**config.mk**
```make
export PLATFORM = sky130hd
export DESIGN_NAME = rgb_auto_levels_stretch
export DESIGN_NICKNAME = d
export VERILOG_FILES = /design/src/design/rals_pkg.sv /design/src/design/rgb_auto_levels_stretch.sv /design/src/design/rals_ctrl.sv /design/src/design/rals_datapath.sv
export SDC_FILE = /design/constraint.sdc
export NUM_CORES = 1
export LEC_CHECK = 0
export ABC_CLOCK_PERIOD_IN_PS = 4840
export BUFFER_PORTS_ARGS = -buffer_cell sky130_fd_sc_hd__buf_2
export CAP_MARGIN = 20
export CORE_MARGIN = 3
export CORE_UTILIZATION = 50
export CTS_BUF_LIST = sky130_fd_sc_hd__clkbuf_4 sky130_fd_sc_hd__clkbuf_8 sky130_fd_sc_hd__clkbuf_16
export DETAILED_ROUTE_END_ITERATION = 12
export HOLD_SLACK_MARGIN = 0.15
export PLACE_DENSITY = 0.67
export SLEW_MARGIN = 10
export SYNTH_ARGS = -nofsm -noshare
export SYNTH_HDL_FRONTEND = slang
export SYNTH_SLANG_ARGS = --single-unit
```
**constraint.sdc**
```tcl
create_clock -name clk_i -period 4.84 [get_ports clk_i]
set_clock_uncertainty 0.2 [all_clocks]
set_input_delay 0.968 -clock clk_i [delete_from_list [all_inputs] [get_ports clk_i]]
set_output_delay 0.968 -clock clk_i [all_outputs]
set_load 0.05 [all_outputs]
```
**src/design/rals_pkg.sv**
```systemverilog
// ----------------------------------------------------------------------------
// rals_pkg: shared types and constants for the RGB auto-levels stretch
// Pixel layout, command codes and the controller-to-datapath command bundle.
// ----------------------------------------------------------------------------
package rals_pkg;

  localparam int unsigned PIX_W    = 8;
  localparam int unsigned NUM_CH   = 3;             // red, green, blue
  localparam int unsigned TDATA_W  = 4 * PIX_W;     // red, green, blue, alpha
  localparam int unsigned CMD_W    = 2;
  localparam int unsigned NUM_W    = 2 * PIX_W;     // (value - low) * 255
  localparam int unsigned DIV_STEPS = PIX_W;        // one quotient bit per step
  localparam int unsigned STEP_W   = $clog2(DIV_STEPS);

  localparam logic [PIX_W-1:0] FULL_SCALE = 8'd255;

  // Command codes carried on tuser
  localparam logic [CMD_W-1:0] CMD_MEAS_FIRST = 2'd0;
  localparam logic [CMD_W-1:0] CMD_MEAS_MORE  = 2'd1;
  localparam logic [CMD_W-1:0] CMD_CORRECT    = 2'd2;

  localparam logic [STEP_W-1:0] LAST_STEP = STEP_W'(DIV_STEPS - 1);

  // Controller to datapath commands
  typedef struct packed {
    logic meas_first;   // restart min/max from this pixel
    logic meas_more;    // widen min/max with this pixel
    logic load;         // capture a correct pixel and set up the divide
    logic step;         // one restoring divide iteration on all channels
    logic out_load;     // finish and move the result to the output register
  } rals_cmd_t;

endpackage

```
**src/design/rgb_auto_levels_stretch.sv**
```systemverilog
// ----------------------------------------------------------------------------
// rgb_auto_levels_stretch: per-channel auto-levels contrast stretch
// Measures RGB min/max over measure pixels and stretches correct pixels to
// the full 0..255 range, with an optional blue clamp; alpha passes through.
//
//   channel  | direction | transfer moves
//   s_axis   | in        | one pixel with its command
//   m_axis   | out       | one stretched pixel (correct pixels only)
//   cfg      | in        | blue clamp enable write
//
// A measure pixel is handled as it is accepted. A correct pixel runs load,
// 8 iterations of the shared-step restoring divider (one quotient bit each,
// three channel lanes in parallel), and a finish state into the output reg.
// The finish state waits while an earlier result has not been taken; input
// is accepted again once the result is in the output register. Reset clears
// the measured range to zero and sets the blue clamp enable.
// ----------------------------------------------------------------------------
module rgb_auto_levels_stretch (
  input  logic                         clk_i,
  input  logic                         rst_ni,
  input  logic                         cfg_we_i,
  input  logic                         cfg_wdata_i,      // blue_clamp_enable
  input  logic                         s_axis_tvalid_i,
  output logic                         s_axis_tready_o,
  input  logic [rals_pkg::TDATA_W-1:0] s_axis_tdata_i,   // red_in, green_in, blue_in, alpha_in
  input  logic [rals_pkg::CMD_W-1:0]   s_axis_tuser_i,   // cmd
  output logic                         m_axis_tvalid_o,
  input  logic                         m_axis_tready_i,
  output logic [rals_pkg::TDATA_W-1:0] m_axis_tdata_o    // red_out, green_out, blue_out, alpha_out
);
  import rals_pkg::*;

  rals_cmd_t cmd;

  rals_ctrl u_ctrl (
    .clk_i           (clk_i),
    .rst_ni          (rst_ni),
    .s_axis_tvalid_i (s_axis_tvalid_i),
    .s_axis_tready_o (s_axis_tready_o),
    .s_axis_tuser_i  (s_axis_tuser_i),
    .m_axis_tvalid_o (m_axis_tvalid_o),
    .m_axis_tready_i (m_axis_tready_i),
    .cmd_o           (cmd)
  );

  rals_datapath u_datapath (
    .clk_i       (clk_i),
    .rst_ni      (rst_ni),
    .cfg_we_i    (cfg_we_i),
    .cfg_wdata_i (cfg_wdata_i),
    .cmd_i       (cmd),
    .pix_i       (s_axis_tdata_i),
    .pix_o       (m_axis_tdata_o)
  );

endmodule

```
**src/design/rals_ctrl.sv**
```systemverilog
// ----------------------------------------------------------------------------
// rals_ctrl: sequencing controller
// Accepts pixels, runs the divide iterations and owns the output valid flag.
// ----------------------------------------------------------------------------
module rals_ctrl (
  input  logic                      clk_i,
  input  logic                      rst_ni,
  input  logic                      s_axis_tvalid_i,
  output logic                      s_axis_tready_o,
  input  logic [rals_pkg::CMD_W-1:0] s_axis_tuser_i,
  output logic                      m_axis_tvalid_o,
  input  logic                      m_axis_tready_i,
  output rals_pkg::rals_cmd_t       cmd_o
);
  import rals_pkg::*;

  typedef enum logic [1:0] {
    ST_IDLE,
    ST_DIV,
    ST_FIN
  } state_e;

  state_e            state_q, state_d;
  logic [STEP_W-1:0] step_q, step_d;
  logic              out_valid_q, out_valid_d;
  logic              in_xfer;
  logic              out_free;

  assign s_axis_tready_o = (state_q == ST_IDLE);
  assign in_xfer         = s_axis_tvalid_i && s_axis_tready_o;
  assign out_free        = !out_valid_q || m_axis_tready_i;
  assign m_axis_tvalid_o = out_valid_q;

  // Decode commands and next state
  always_comb begin
    cmd_o       = '0;
    state_d     = state_q;
    step_d      = step_q;
    out_valid_d = out_valid_q;
    if (out_valid_q && m_axis_tready_i) begin
      out_valid_d = 1'b0;
    end
    case (state_q)
      ST_IDLE: begin
        if (in_xfer) begin
          case (s_axis_tuser_i)
            CMD_MEAS_FIRST: cmd_o.meas_first = 1'b1;
            CMD_MEAS_MORE:  cmd_o.meas_more  = 1'b1;
            CMD_CORRECT: begin
              cmd_o.load = 1'b1;
              step_d     = '0;
              state_d    = ST_DIV;
            end
            default: ;  // unused code: drop the pixel
          endcase
        end
      end
      ST_DIV: begin
        cmd_o.step = 1'b1;
        step_d     = step_q + 1'b1;
        if (step_q == LAST_STEP) begin
          state_d = ST_FIN;
        end
      end
      ST_FIN: begin
        // hold until the output register is free
        if (out_free) begin
          cmd_o.out_load = 1'b1;
          out_valid_d    = 1'b1;
          state_d        = ST_IDLE;
        end
      end
      default: state_d = ST_IDLE;
    endcase
  end

  // State and registered output valid
  always_ff @(posedge clk_i or negedge rst_ni) begin
    if (!rst_ni) begin
      state_q     <= ST_IDLE;
      step_q      <= '0;
      out_valid_q <= 1'b0;
    end else begin
      state_q     <= state_d;
      step_q      <= step_d;
      out_valid_q <= out_valid_d;
    end
  end

endmodule

```
**src/design/rals_datapath.sv**
```systemverilog
// ----------------------------------------------------------------------------
// rals_datapath: min/max registers, per-channel dividers, output register
// Three restoring divider lanes compute (value - low) * 255 / (high - low).
// ----------------------------------------------------------------------------
module rals_datapath (
  input  logic                        clk_i,
  input  logic                        rst_ni,
  input  logic                        cfg_we_i,
  input  logic                        cfg_wdata_i,
  input  rals_pkg::rals_cmd_t         cmd_i,
  input  logic [rals_pkg::TDATA_W-1:0] pix_i,
  output logic [rals_pkg::TDATA_W-1:0] pix_o
);
  import rals_pkg::*;

  logic [PIX_W-1:0] lo_q   [NUM_CH];
  logic [PIX_W-1:0] hi_q   [NUM_CH];
  logic [PIX_W-1:0] val    [NUM_CH];
  logic             clamp_q;

  // Divider lane registers
  logic [PIX_W-1:0] span_q [NUM_CH];
  logic [PIX_W-1:0] rem_q  [NUM_CH];
  logic [PIX_W-1:0] low_q  [NUM_CH];   // numerator bits still to shift in
  logic [PIX_W-1:0] quo_q  [NUM_CH];
  logic             zero_q [NUM_CH];
  logic             sat_q  [NUM_CH];
  logic [PIX_W-1:0] alpha_q;
  logic [TDATA_W-1:0] out_q;

  logic [NUM_W-1:0] num    [NUM_CH];
  logic [PIX_W:0]   trial  [NUM_CH];
  logic             ge     [NUM_CH];
  logic [PIX_W-1:0] res    [NUM_CH];
  logic [PIX_W-1:0] blue_fin;

  // Split the pixel and form numerators and trial subtractions
  always_comb begin
    for (int c = 0; c < NUM_CH; c++) begin
      val[c]   = pix_i[c*PIX_W +: PIX_W];
      num[c]   = ({val[c] - lo_q[c], {PIX_W{1'b0}}}) - NUM_W'(val[c] - lo_q[c]);
      trial[c] = {rem_q[c], low_q[c][PIX_W-1]};
      ge[c]    = (trial[c] >= {1'b0, span_q[c]});
      if (zero_q[c]) begin
        res[c] = '0;
      end else if (sat_q[c]) begin
        res[c] = FULL_SCALE;
      end else begin
        res[c] = quo_q[c];
      end
    end
    blue_fin = res[2];
    if (clamp_q && (res[2] > res[0]) && (res[2] > res[1])) begin
      blue_fin = res[1];
    end
  end

  // Measured range and config register
  always_ff @(posedge clk_i or negedge rst_ni) begin
    if (!rst_ni) begin
      clamp_q <= 1'b1;
      for (int c = 0; c < NUM_CH; c++) begin
        lo_q[c] <= '0;
        hi_q[c] <= '0;
      end
    end else begin
      if (cfg_we_i) begin
        clamp_q <= cfg_wdata_i;
      end
      for (int c = 0; c < NUM_CH; c++) begin
        if (cmd_i.meas_first) begin
          lo_q[c] <= val[c];
          hi_q[c] <= val[c];
        end else if (cmd_i.meas_more) begin
          if (val[c] < lo_q[c]) lo_q[c] <= val[c];
          if (val[c] > hi_q[c]) hi_q[c] <= val[c];
        end
      end
    end
  end

  // Divider lanes and output register
  always_ff @(posedge clk_i) begin
    if (cmd_i.load) begin
      alpha_q <= pix_i[3*PIX_W +: PIX_W];
    end
    for (int c = 0; c < NUM_CH; c++) begin
      if (cmd_i.load) begin
        span_q[c] <= hi_q[c] - lo_q[c];
        // high byte of the numerator is below the span, so 8 steps suffice
        rem_q[c]  <= num[c][NUM_W-1:PIX_W];
        low_q[c]  <= num[c][PIX_W-1:0];
        quo_q[c]  <= '0;
        zero_q[c] <= (hi_q[c] <= lo_q[c]) || (val[c] <= lo_q[c]);
        sat_q[c]  <= (val[c] >= hi_q[c]);
      end else if (cmd_i.step) begin
        rem_q[c]  <= ge[c] ? PIX_W'(trial[c] - {1'b0, span_q[c]}) : trial[c][PIX_W-1:0];
        low_q[c]  <= {low_q[c][PIX_W-2:0], 1'b0};
        quo_q[c]  <= {quo_q[c][PIX_W-2:0], ge[c]};
      end
    end
    if (cmd_i.out_load) begin
      out_q <= {alpha_q, blue_fin, res[1], res[0]};
    end
  end

  assign pix_o = out_q;

endmodule
```
==> out/metrics.cfg <==
[critical_path]
slowest_delay_ns = 0.40
critPathRequiredTime_ns = 4.79
cp_common_cell = a21o_1
worstSetupStartpoint = s_axis_tdata_i[16]
critPathArrivalTime_ns = 4.36
critPathBufInv = 3
r2r_cells = 16
crit_fanout = 5
crit_slowest_cell = fa_1
endpoint_kind = register
rr_startpoint = u_datapath.lo_q[0]
r2r_slack_ns = 0.78
reg2reg_to = u_datapath.rem_q[2][7]
cp_cell_sequence = buf_2, inv_1, ha_1, inv_1, fa_1, a21o_1, a21oi_1, nor2_1, a211o_1, ha_1, a21o_1, a21o_1, a21o_1, a21oi_1, nor3b_1, a2111oi_2, xnor2_1, a21oi_1
criticalPathCategory = input port to register
start_kind = input port
worst_path_dominant_cell_family = compound AO/OA/AOI/OAI gates

[synth]
ys_top_cells_by_area = edfxtp_1 32%, ha_1 13%, dfrtp_1 10%
syn_nets = 1462
netlist_instances = 1275
yosysWarnings = 0
netlist_area_um2 = 13100
ys_seq_area_share_pct = 43.0
synth.avg_cell_area_um2 = 10.3
yosysUniqueCellTypes = 77
synth-seq-cells = 197
async_flop_share_pct = 27.9
synth_most_common_cell = edfxtp_1
synth_common_cells = 141 x edfxtp_1, 138 x ha_1, 127 x inv_1
yosysTopAreaCell = edfxtp_1
synth_top_area_share_pct = 32.3
synth_ff_type = edfxtp_1
synth_edf_count = 141

[status]
status = finished, final reports clean

[timing]
tightest_slew_ns = 1.04
setup_tns_ns = 0
setup_viol = 0
period_needed_ns = 4.41
rsz0062_at_grt = no
finalHoldViolations = 0
maxSlewViolCount = 0
fmax_ghz = 0.227
fin_hold_ws_ns = 0.224
setup_slack_ns = 0.430
period_share_pct = 91.1
timing.slew.headroom_pct = 30.6

[min_path]
holdPathStages = 0
hold_path_end = u_datapath.pix_o[29]
hp-class = register to register
worstHoldStart = u_datapath.alpha_q[5]

[clocking]
htree_levels = 4
cts_resized = 0
cts_setup_buffers = 0
clk_pin_slew_worst_paths_ns = 0.08
ctsHoldBuffers = 0
cts_tree = built
cts_buffers = 17
clk_latency_ns = 0.44
cts-root-buf = clkbuf_16
cts.sinks = 197
clockBufferDepth = 2

[global_routing]
grt_pass1_vias = 9228
grt_max_degree = 73
grt_overflow = 0
grt_pass1_wl_mm = 45.4
antenna_found_initial = 2
grt.total_usage_pct = 19.5

[die]
die_y_um = 168
io_pins = 74
die_x_um = 168
core_area_um2 = 25500
dieArea_um2 = 28200
start_util_pct = 51.4
placementRows = 58

[final_layout]
fin_nets = 1540
finalNonFillerCells = 1696
antenna_cells = 0
area_growth_pct = 11.0
num-fill-cells = 2204
ff_latch_area_um2 = 5630
multi_input_area_um2 = 6890
layout-drive-gt1-share_pct = 15.7

[routing]
routedWlPerCell_um = 15.9
remaining_drc_errors = 0
num_vias = 9359
routed_wl_mm = 27.0
ant_nets = 0
drt_iter0_drc = 554
dr.pass1.iters = 5
vias_per_cell = 5.52

[placed_design]
dp_cells = 1664
gp_congestion = 0.889
dpl.hpwl_mm = 20.8
dp_slack_ns = 0.0132
io_buffers = 73

[run]
maxCapViolations = 0

-- cell type report --
| class | count | area share [%] |
|---|---|---|
| Clock buffer | 17 | 2.93 |
| Clock inverter | 15 | 1.49 |
| Tap cell | 330 | 2.84 |
| Multi-Input combinational cell | 921 | 47.4 |
| Sequential cell | 197 | 38.7 |
| Timing Repair Buffer | 89 | 3.34 |
| Inverter | 127 | 3.28 |
-- how the worst max path moves through the flow --
stage                                   endpoint  slack [ns]  depth (start not counted)
final                     u_datapath.rem_q[2][7]        0.43                         18
after global routing      u_datapath.rem_q[2][7]        0.20                         18
after CTS                 u_datapath.rem_q[2][7]        0.45                         18
after detailed placement  u_datapath.rem_q[2][7]        0.01                         18
after global placement    u_datapath.rem_q[2][7]        0.14                         18
after floorplan           u_datapath.rem_q[2][7]        0.23                         18
-- layer usage --
layer  wire [um]  up-vias  track usage, %
met5           0        -               0
met3         871       33            2.44
met1       13500     4457            28.7
met2       12200      155            30.8
met4         430        0            5.37
li1            -     4714               -
-- per-stage QoR --
| stage | util, % | cell area [um2] |
|---|---|---|
| after floorplan | - | 13100 |
| final | 57.1 | 14500 |
| after detailed placement | 54.6 | 13900 |
| after global placement | 54.6 | 13900 |
| after CTS | 57.1 | 14500 |
| after global routing | 57.1 | 14500 |
-- worst reg2reg max path, stage by stage, from the launching register on --
cell,delay (ns)
dfrtp_1,0.38
ha_1,0.17
inv_1,0.05
fa_1,0.41
a21o_1,0.20
a21oi_1,0.22
nor2_1,0.08
a211o_1,0.34
ha_1,0.32
a21o_1,0.19
a21o_1,0.19
a21o_1,0.19
a21oi_1,0.24
nor3b_1,0.10
a2111oi_2,0.25
xnor2_1,0.16
a21oi_1,0.08
-- kinds of logic after synthesis --
logic type / synth area share (%)
flops: 43.0
xor+xnor: 5.35
fa+ha+maj: 14.6
mux: 3.89
simple gates: 14.2
compound gates: 14.4
buf+inv: 4.58
-- registers in the layout (all words and copies together) (netlist names) --
| signal | cells |
|---|---|
| u_datapath.alpha_q | 8 |
| u_datapath.quo_q | 24 |
| u_datapath.lo_q | 24 |
| u_ctrl.state_q | 2 |
| u_datapath.sat_q | 3 |
| u_datapath.zero_q | 3 |
| u_ctrl.step_q | 3 |
| u_datapath.low_q | 24 |
| u_ctrl.m_axis_tvalid_o | 1 |
| u_datapath.span_q | 24 |
| u_datapath.clamp_q | 1 |
| u_datapath.pix_o | 32 |
| u_datapath.hi_q | 24 |
| u_datapath.rem_q | 24 |
-- cells in the final DEF (no fill, tap or decap), types with 9 or more instances in the layout --
cell type,n
edfxtp_1,141
ha_1,138
inv_1,126
nor2_1,101
o21ai_0,82
nand2_1,80
buf_2,73
a21oi_1,65
dfrtp_1,54
a21o_1,44
xnor2_1,42
mux2_2,39
xor2_1,38
nand4_1,28
and2_1,24
nor2b_1,23
nand2b_1,23
or2_2,23
clkbuf_16,17
nand3_1,16
buf_4,16
a211oi_1,14
o21a_1,11
nor3_1,9
fa_1,9
Power is left out: the tool's default activity adds up to more than one toggle a clock period on the data nets, which glitch-free logic cannot reach.
